**src/rtl/pohp_pkg.sv**
```systemverilog
// Types, codes and defaults for the packed-object header parser.
`timescale 1ns / 1ps
`default_nettype none

package pohp_pkg;

  localparam int POS_W          = 40;
  localparam int OBJ_SIZE_W     = 40;
  localparam int HDR_LEN_W      = 5;

  localparam int OFFSET_BITS_DEF = 40;
  localparam int SIZE_BITS_DEF   = 40;
  localparam int ID_BYTES_DEF    = 20;

  localparam logic [HDR_LEN_W-1:0] HDR_LEN_MAX = 5'd31;
  localparam logic [5:0]           SHIFT_MAX   = 6'd63;
  localparam logic [5:0]           SHIFT_FIRST = 6'd4;

  // Object type codes from bits 6..4 of the first header byte.
  localparam logic [2:0] TYP_PLAIN_1   = 3'd1;
  localparam logic [2:0] TYP_PLAIN_2   = 3'd2;
  localparam logic [2:0] TYP_PLAIN_3   = 3'd3;
  localparam logic [2:0] TYP_PLAIN_4   = 3'd4;
  localparam logic [2:0] TYP_OFS_DELTA = 3'd6;
  localparam logic [2:0] TYP_REF_DELTA = 3'd7;

  localparam logic [2:0] ST_OK        = 3'd0;
  localparam logic [2:0] ST_BAD_TYPE  = 3'd1;
  localparam logic [2:0] ST_OFS_OVF   = 3'd2;
  localparam logic [2:0] ST_OFS_BOUND = 3'd3;
  localparam logic [2:0] ST_SIZE_LONG = 3'd4;

  localparam logic KIND_SUMMARY = 1'b0;
  localparam logic KIND_ID      = 1'b1;

  typedef enum logic [1:0] {
    PH_IDLE,
    PH_SIZE,
    PH_OFFSET,
    PH_ID
  } phase_t;

  typedef struct packed {
    logic [7:0]       hdr_byte;
    logic             start_req;
    logic [POS_W-1:0] object_pos;
  } in_item_t;

  typedef struct packed {
    logic                  kind;
    logic [2:0]            obj_type;
    logic [OBJ_SIZE_W-1:0] obj_size;
    logic [POS_W-1:0]      base_pos;
    logic [7:0]            id_byte;
    logic [HDR_LEN_W-1:0]  header_len;
    logic [2:0]            status;
    logic                  last;
  } out_item_t;

  // Result of one header byte, handed from the decoder to the output stage.
  typedef struct packed {
    logic      valid;
    out_item_t item;
  } step_res_t;

endpackage

`default_nettype wire

```
**src/rtl/pohp_core.sv**
```systemverilog
// Header decoder: parse state and the per-byte next-state and result logic.
`timescale 1ns / 1ps
`default_nettype none

module pohp_core import pohp_pkg::*; #(
  parameter int OFFSET_BITS = OFFSET_BITS_DEF,
  parameter int SIZE_BITS   = SIZE_BITS_DEF,
  parameter int ID_BYTES    = ID_BYTES_DEF
) (
  input  wire logic      clk,
  input  wire logic      rst_n,
  input  wire logic      step_en,
  input  wire in_item_t  item,
  output step_res_t      res
);

  localparam int SW    = SIZE_BITS;
  localparam int OW    = OFFSET_BITS;
  localparam int CW    = (OW > POS_W) ? OW : POS_W;
  localparam int IDC_W = $clog2(ID_BYTES + 1);

  phase_t               phase_r, phase_nxt;
  logic [2:0]           type_r, type_nxt;
  logic [SW-1:0]        size_r, size_nxt;
  logic [5:0]           shift_r, shift_nxt;
  logic [OW-1:0]        ofs_r, ofs_nxt;
  logic [POS_W-1:0]     pos_r, pos_nxt;
  logic [HDR_LEN_W-1:0] bcnt_r, bcnt_nxt;
  logic [IDC_W-1:0]     idc_r, idc_nxt;

  logic [HDR_LEN_W-1:0] bcnt_sat;
  logic [SW-1:0]        size_add;
  logic                 size_full;
  logic [6:0]           shift_sum;
  logic [5:0]           shift_sat;
  logic [OW-1:0]        ofs_acc;
  logic [OW-1:0]        ofs_inc;
  logic                 ofs_ovf;
  logic [CW-1:0]        ofs_cmp;
  logic                 ofs_bad;
  logic [IDC_W-1:0]     idc_inc;
  logic                 size_done;

  always_comb begin
    bcnt_sat  = (bcnt_r == HDR_LEN_MAX) ? bcnt_r : bcnt_r + 5'd1;
    size_add  = {{(SW-7){1'b0}}, item.hdr_byte[6:0]} << shift_r;
    size_full = ({1'b0, shift_r} >= 7'(SIZE_BITS)) || (shift_r == SHIFT_MAX);
    shift_sum = {1'b0, shift_r} + 7'd7;
    shift_sat = shift_sum[6] ? SHIFT_MAX : shift_sum[5:0];
    ofs_acc   = {ofs_r[OW-8:0], item.hdr_byte[6:0]};
    ofs_inc   = ofs_acc + {{(OW-1){1'b0}}, 1'b1};
    ofs_ovf   = (ofs_inc == '0) || (ofs_inc[OW-1 -: 7] != 7'd0);
    ofs_cmp   = CW'(ofs_acc);
    ofs_bad   = (ofs_acc == '0) || (ofs_cmp >= CW'(pos_r));
    idc_inc   = idc_r + {{(IDC_W-1){1'b0}}, 1'b1};
  end

  always_comb begin
    phase_nxt = phase_r;
    type_nxt  = type_r;
    size_nxt  = size_r;
    shift_nxt = shift_r;
    ofs_nxt   = ofs_r;
    pos_nxt   = pos_r;
    bcnt_nxt  = bcnt_r;
    idc_nxt   = idc_r;
    size_done = 1'b0;

    res.valid           = 1'b0;
    res.item.kind       = KIND_SUMMARY;
    res.item.status     = ST_OK;
    res.item.last       = 1'b0;
    res.item.base_pos   = '0;
    res.item.id_byte    = 8'd0;

    if (item.start_req) begin
      // A start byte abandons whatever object was in flight.
      pos_nxt   = item.object_pos;
      type_nxt  = item.hdr_byte[6:4];
      size_nxt  = {{(SW-4){1'b0}}, item.hdr_byte[3:0]};
      shift_nxt = SHIFT_FIRST;
      bcnt_nxt  = 5'd1;
      ofs_nxt   = '0;
      idc_nxt   = '0;
      if (item.hdr_byte[7]) begin
        phase_nxt = PH_SIZE;
      end else begin
        size_done = 1'b1;
      end
    end else begin
      case (phase_r)
        PH_SIZE: begin
          bcnt_nxt = bcnt_sat;
          if (size_full) begin
            phase_nxt       = PH_IDLE;
            res.valid       = 1'b1;
            res.item.status = ST_SIZE_LONG;
            res.item.last   = 1'b1;
          end else begin
            size_nxt  = size_r + size_add;
            shift_nxt = shift_sat;
            if (!item.hdr_byte[7]) begin
              size_done = 1'b1;
            end
          end
        end
        PH_OFFSET: begin
          bcnt_nxt = bcnt_sat;
          if (item.hdr_byte[7]) begin
            if (ofs_ovf) begin
              phase_nxt       = PH_IDLE;
              res.valid       = 1'b1;
              res.item.status = ST_OFS_OVF;
              res.item.last   = 1'b1;
            end else begin
              ofs_nxt = ofs_inc;
            end
          end else begin
            phase_nxt     = PH_IDLE;
            res.valid     = 1'b1;
            res.item.last = 1'b1;
            if (ofs_bad) begin
              res.item.status = ST_OFS_BOUND;
            end else begin
              res.item.base_pos = pos_r - ofs_cmp[POS_W-1:0];
            end
          end
        end
        PH_ID: begin
          bcnt_nxt         = bcnt_sat;
          idc_nxt          = idc_inc;
          res.valid        = 1'b1;
          res.item.kind    = KIND_ID;
          res.item.id_byte = item.hdr_byte;
          res.item.last    = (idc_inc >= IDC_W'(ID_BYTES));
          if (res.item.last) begin
            phase_nxt = PH_IDLE;
          end
        end
        default: begin
          // drop stray bytes while idle
        end
      endcase
    end

    if (size_done) begin
      case (type_nxt)
        TYP_PLAIN_1, TYP_PLAIN_2, TYP_PLAIN_3, TYP_PLAIN_4: begin
          phase_nxt     = PH_IDLE;
          res.valid     = 1'b1;
          res.item.last = 1'b1;
        end
        TYP_OFS_DELTA: begin
          phase_nxt = PH_OFFSET;
          ofs_nxt   = '0;
        end
        TYP_REF_DELTA: begin
          phase_nxt = PH_ID;
          idc_nxt   = '0;
        end
        default: begin
          phase_nxt       = PH_IDLE;
          res.valid       = 1'b1;
          res.item.status = ST_BAD_TYPE;
          res.item.last   = 1'b1;
        end
      endcase
    end

    res.item.obj_type   = type_nxt;
    res.item.obj_size   = OBJ_SIZE_W'(size_nxt);
    res.item.header_len = bcnt_nxt;
  end

  always_ff @(posedge clk) begin
    if (!rst_n) begin
      phase_r <= PH_IDLE;
      type_r  <= 3'd0;
      size_r  <= '0;
      shift_r <= 6'd0;
      ofs_r   <= '0;
      pos_r   <= '0;
      bcnt_r  <= '0;
      idc_r   <= '0;
    end else if (step_en) begin
      phase_r <= phase_nxt;
      type_r  <= type_nxt;
      size_r  <= size_nxt;
      shift_r <= shift_nxt;
      ofs_r   <= ofs_nxt;
      pos_r   <= pos_nxt;
      bcnt_r  <= bcnt_nxt;
      idc_r   <= idc_nxt;
    end
  end

endmodule

`default_nettype wire

```
**src/rtl/pack_object_header_parser.sv**
```systemverilog
// Packed-object header parser: one header byte per cycle in while no result stalls, at most one result out.
// A byte is held in the input register; its result, if any, is then registered in the result register.
// Throughput: one byte per cycle through a single-pass decode; a byte that yields a
// result waits in the input register, with in_ready low, while an earlier result stalls.
// Reset (rst_n low, synchronous) empties both registers and returns the parser to idle.
`timescale 1ns / 1ps
`default_nettype none

module pack_object_header_parser import pohp_pkg::*; #(
  parameter int OFFSET_BITS = OFFSET_BITS_DEF,
  parameter int SIZE_BITS   = SIZE_BITS_DEF,
  parameter int ID_BYTES    = ID_BYTES_DEF
) (
  input  wire logic      clk,
  input  wire logic      rst_n,
  input  wire logic      in_valid,
  output logic           in_ready,
  input  wire in_item_t  in_item,
  output logic           out_valid,
  input  wire logic      out_ready,
  output out_item_t      out_item
);

  logic      s1_v_r, s1_v_nxt;
  in_item_t  s1_item_r;
  logic      out_v_r, out_v_nxt;
  out_item_t out_item_r;
  step_res_t step_res;
  logic      fire;

  pohp_core #(
    .OFFSET_BITS (OFFSET_BITS),
    .SIZE_BITS   (SIZE_BITS),
    .ID_BYTES    (ID_BYTES)
  ) u_core (
    .clk     (clk),
    .rst_n   (rst_n),
    .step_en (fire),
    .item    (s1_item_r),
    .res     (step_res)
  );

  // Advance the held byte unless it has a result and the output is stalled.
  always_comb begin
    fire      = s1_v_r && (!step_res.valid || !out_v_r || out_ready);
    in_ready  = !s1_v_r || fire;
    s1_v_nxt  = (in_valid && in_ready) ? 1'b1 : (fire ? 1'b0 : s1_v_r);
    out_v_nxt = (fire && step_res.valid) ? 1'b1 : (out_ready ? 1'b0 : out_v_r);
  end

  always_ff @(posedge clk) begin
    if (!rst_n) begin
      s1_v_r  <= 1'b0;
      out_v_r <= 1'b0;
    end else begin
      s1_v_r  <= s1_v_nxt;
      out_v_r <= out_v_nxt;
    end
  end

  always_ff @(posedge clk) begin
    if (in_valid && in_ready) begin
      s1_item_r <= in_item;
    end
    if (fire && step_res.valid) begin
      out_item_r <= step_res.item;
    end
  end

  assign out_valid = out_v_r;
  assign out_item  = out_item_r;

endmodule

`default_nettype wire

```
**config.mk**
```make
export PLATFORM = sky130hd
export DESIGN_NAME = pack_object_header_parser
export DESIGN_NICKNAME = d
export VERILOG_FILES = /design/src/rtl/pohp_pkg.sv /design/src/rtl/pohp_core.sv /design/src/rtl/pack_object_header_parser.sv
export SDC_FILE = /design/constraint.sdc
export NUM_CORES = 1
export LEC_CHECK = 0
export BUFFER_PORTS_ARGS = -buffer_cell sky130_fd_sc_hd__buf_2
export CORE_AREA = 2 2 191 193
export CTS_CLUSTER_SIZE = 20
export DETAILED_ROUTE_END_ITERATION = 12
export DIE_AREA = 0 0 193 195
export HOLD_SLACK_MARGIN = 0.15
export PLACE_DENSITY = 0.67
export SYNTH_ARGS = -nofsm -noshare
export SYNTH_HDL_FRONTEND = slang
export SYNTH_SLANG_ARGS = --single-unit
```
**constraint.sdc**
```tcl
create_clock -name clk -period 10.7 [get_ports clk]
set_input_delay 2.14 -clock clk [delete_from_list [all_inputs] [get_ports clk]]
set_output_delay 2.14 -clock clk [all_outputs]
set_load 0.05 [all_outputs]
```
==> results.md <==
- Top cell by count, worst path: nand3_1
- CTS tree: done
- Area delta synth->final: 12.1%
- Worst Skew: 15.0 ps
- I/O Buffers: between 150 and 200
- Critical path peak fanout: 14
- Post-route met1 wirelength: between 20 and 25 mm
- Fmax: around 0.15 GHz
- Commonest non-fill, non-tap cell in the layout: nor2_1
- Commonest cells after routing, fill and taps aside: nor2_1 (168), a21oi_1 (162), nand2_1 (159)
- Die width: roughly 190 um
- WHS Endpoint: u_core.size_r[10]$_SDFFE_PN0N_
- Cts bufs inserted: 34
- CTS root buf: clkbuf_16
- Initial Util: about 50%
- CP peak stage delay: 650 ps
- R2R cell count: 16
- Placer Congestion: ~0.96
- Clock Tree Buf Depth: 3
- Synth Register Bits: 286
- Total track usage: about 28%
- Remaining DRCs: 0
- Vias in the first global route: 14282
- EDFF count, synth: 150
- Worst-path clk slew: 60 ps
- Syn_area_per_cell: between 9 and 10 um^2
- Row cnt: between 60 and 70
- Share of cells above drive strength 1: 13.6%
- CP max-delay cell: edfxtp_1
- Slew @ Worst Pin: 1070 ps
- Asr flop ratio synth: 0%
- CP endpoint kind: output port
- Worst r2r src: u_core.shift_r[1]$_SDFFE_PN0P_
- Post-Layout Inst Area: slightly below 0.02 mm^2
- Die Ht: 195 um
- VDD IR max: 0.101 mV
- Mapped cell area: roughly 0.017 mm^2
- Pwr dens: 145 mW/mm^2
- Dpl hpwl: 38.3 mm
- Critical path type: reg2out
- Max_cap viols: 0
- Uppermost routed layer: met5
- GRT overflow: 0
- Worst setup margin: about 4200 ps
- Clk_lat worst skew: 530 ps
- Final non-filler cell total: around 2500
- Final net count: roughly 2100
- Register area share after synthesis: 42.0%
- First-pass GRT wire length: about 80 mm
- Slew Limit Fails: 0
- Setup crit start kind: flip-flop
- Dpl ws: 4810 ps
- Yosys warns: 0
- DR WL met3: about 2.5 mm
- Final Critical Period: ~6500 ps
- Initial DRC count: around 1200
- Fill count: approximately 3300
- Dpl cells: 2416
- Required @ worst endpoint: between 8000 and 9000 ps
- Final period util: between 60% and 70%
- Total Neg Setup Slack: 0 ps
- Dpl cell area: 0.0182 mm^2
- Mapped Nets: roughly 2000
- Hold Violations, Final: 0
- Reg2reg end: out_item[93]$_DFFE_PP_
- Core Box Area: between 0.03 and 0.04 mm^2
- Final setup viols: 0
- Reg2reg setup slack: ~5300 ps
- Total Wirelength: approximately 53 mm
- Post-synthesis cell count: between 1500 and 2000
- Synth unique cells: 90
- Drt first pass iters: 6
- Buffer count from post-CTS setup fixing: 0
- PostCTS Resize Cnt: 0
- Hold_ws: 476 ps
- Die ar.: 0.0376 mm^2
- Met2 wire length: between 20 and 30 mm
- Pleak: between 7 and 8 nW
- CTS sink count: about 290
- Outcome: complete, no violations
- Hold Buf Count CTS: 0
- RSZ-0062 raised after global routing: false
- Top Ports: between 150 and 200
- Worst slew margin: 27.0%
- Largest net degree at the start of global routing: 81
- H-tree lvl count: 2
- Vias/cell: slightly above 6
- Via count: between 10000 and 15000
- Top FF cell, synth: edfxtp_1
- Hold Path Class: reg2reg
- Worst path cell trace: ha_1 -> nand3_1 -> nor4_4 -> nand4_1 -> mux2i_1 -> or4b_1 -> o2bb2ai_2 -> o31ai_2 -> nand2_1 -> nand3_1 -> buf_2
- Worst endpoint data arrival time: 4350 ps
- Hold Path Cell Cnt: 2
- Worst Hold Launch: u_core.size_r[10]$_SDFFE_PN0N_
- Initial antenna violation count: 2
- WL per Instance: 21.4 um
- ANT nets after route: 0
kinds of logic (layout without fill, tap and decap cells):
group                      count (synthesis)  count (layout)  share of synthesized area (%)
and+or+nand+nor                          683             683                           19.7
AOI/OAI and AO/OA                        513             513                           19.7
DFF                                      286             286                           42.0
buffers and inverters                    190             312                           4.83
xor gates and xnor gates                  92              92                           4.68
adders and majority gates                 91              91                           6.70
muxes                                     40              40                           2.45
other                                      0               1                              0
cell usage after synthesis, types with 12 or more instances:
library cell / count / share of area (%)
xor2_1: 25 / 1.3
buf_4: 13 / 0.57
nand3_1: 93 / 2.7
and3_1: 14 / 0.51
o21ai_0: 68 / 2.0
xnor2_1: 67 / 3.4
o21bai_1: 13 / 0.57
nor2b_1: 20 / 0.73
dfxtp_1: 136 / 16
o21ai_1: 32 / 0.93
clkbuf_1: 58 / 1.3
edfxtp_1: 150 / 26
nand2b_1: 23 / 0.84
nor3_1: 64 / 1.9
mux2i_1: 32 / 1.9
a21o_1: 39 / 1.7
nor2_1: 168 / 3.7
a21oi_1: 164 / 4.8
ha_1: 89 / 6.5
buf_2: 25 / 0.73
nand4_1: 40 / 1.5
or2_2: 12 / 0.44
and2_1: 19 / 0.69
inv_1: 79 / 1.7
a31oi_1: 16 / 0.58
o22ai_1: 13 / 0.47
a211oi_1: 20 / 0.87
or3_1: 18 / 0.65
a22o_1: 41 / 2.1
nand2_1: 159 / 3.5
nor4_1: 19 / 0.69
per-layer routing:
layer  global-route usage, %  vias to the layer above
li1                        -                     7195
met1                    36.6                     7209
met2                    46.5                      472
met3                    3.38                      114
met4                    11.3                        2
met5                       0                        -
where the power goes:
part | switching [mW] | internal [mW] | total, mW
sequential | 0.0287 | 1.19 | 1.22
clock | 0.471 | 0.667 | 1.14
combinational | 0.294 | 0.153 | 0.446
total | 0.793 | 2.01 | 2.80
critical path, delay by kind of cell (launching register included):
family	cells	cell delay, ps
buffers and inverters	1	270
flip-flops	1	650
adder cells (fa/ha/maj)	1	350
AO/OA/AOI/OAI	2	570
multiplexers	1	170
AND/OR/NAND/NOR	6	1800
area by class of cell:
type	count	area, um^2	area share, %
Multi-Input combinational cell	1419	9210	47.7
Sequential cell	286	7230	37.5
Clock buffer	46	936	4.85
Timing Repair Buffer	170	888	4.60
Tap cell	461	577	2.99
Inverter	80	300	1.56
Clock inverter	16	154	0.798
Antenna cell	1	2.50	0.0130
how the worst max path moves through the flow:
stage	startpoint	endpoint	cells past startpoint
6_report	s1_item_r[41]$_DFFE_PP_	in_ready	11
5_1_grt	s1_item_r[41]$_DFFE_PP_	in_ready	11
4_1_cts	s1_item_r[41]$_DFFE_PP_	in_ready	11
3_5_place_dp	s1_item_r[41]$_DFFE_PP_	in_ready	11
3_3_place_gp	s1_item_r[41]$_DFFE_PP_	in_ready	11
2_1_floorplan	out_ready	out_item[0]$_DFFE_PP_	6
registers in the layout, summed over array words and instances (netlist names), 3 cells and up:
| signal | flops |
|---|---|
| out_item | 101 |
| s1_item_r | 49 |
| u_core.bcnt_r | 5 |
| u_core.idc_r | 5 |
| u_core.ofs_r | 33 |
| u_core.pos_r | 40 |
| u_core.shift_r | 6 |
| u_core.size_r | 40 |
| u_core.type_r | 3 |
through the flow:
step,total power [mW],utilization (%)
global placement,1.68,51.4
global route,2.91,54.5
CTS,2.82,54.5
floorplan,1.57,-
finish,2.80,54.5
detailed placement,1.68,51.4
Power figures use the tool's default switching activity.
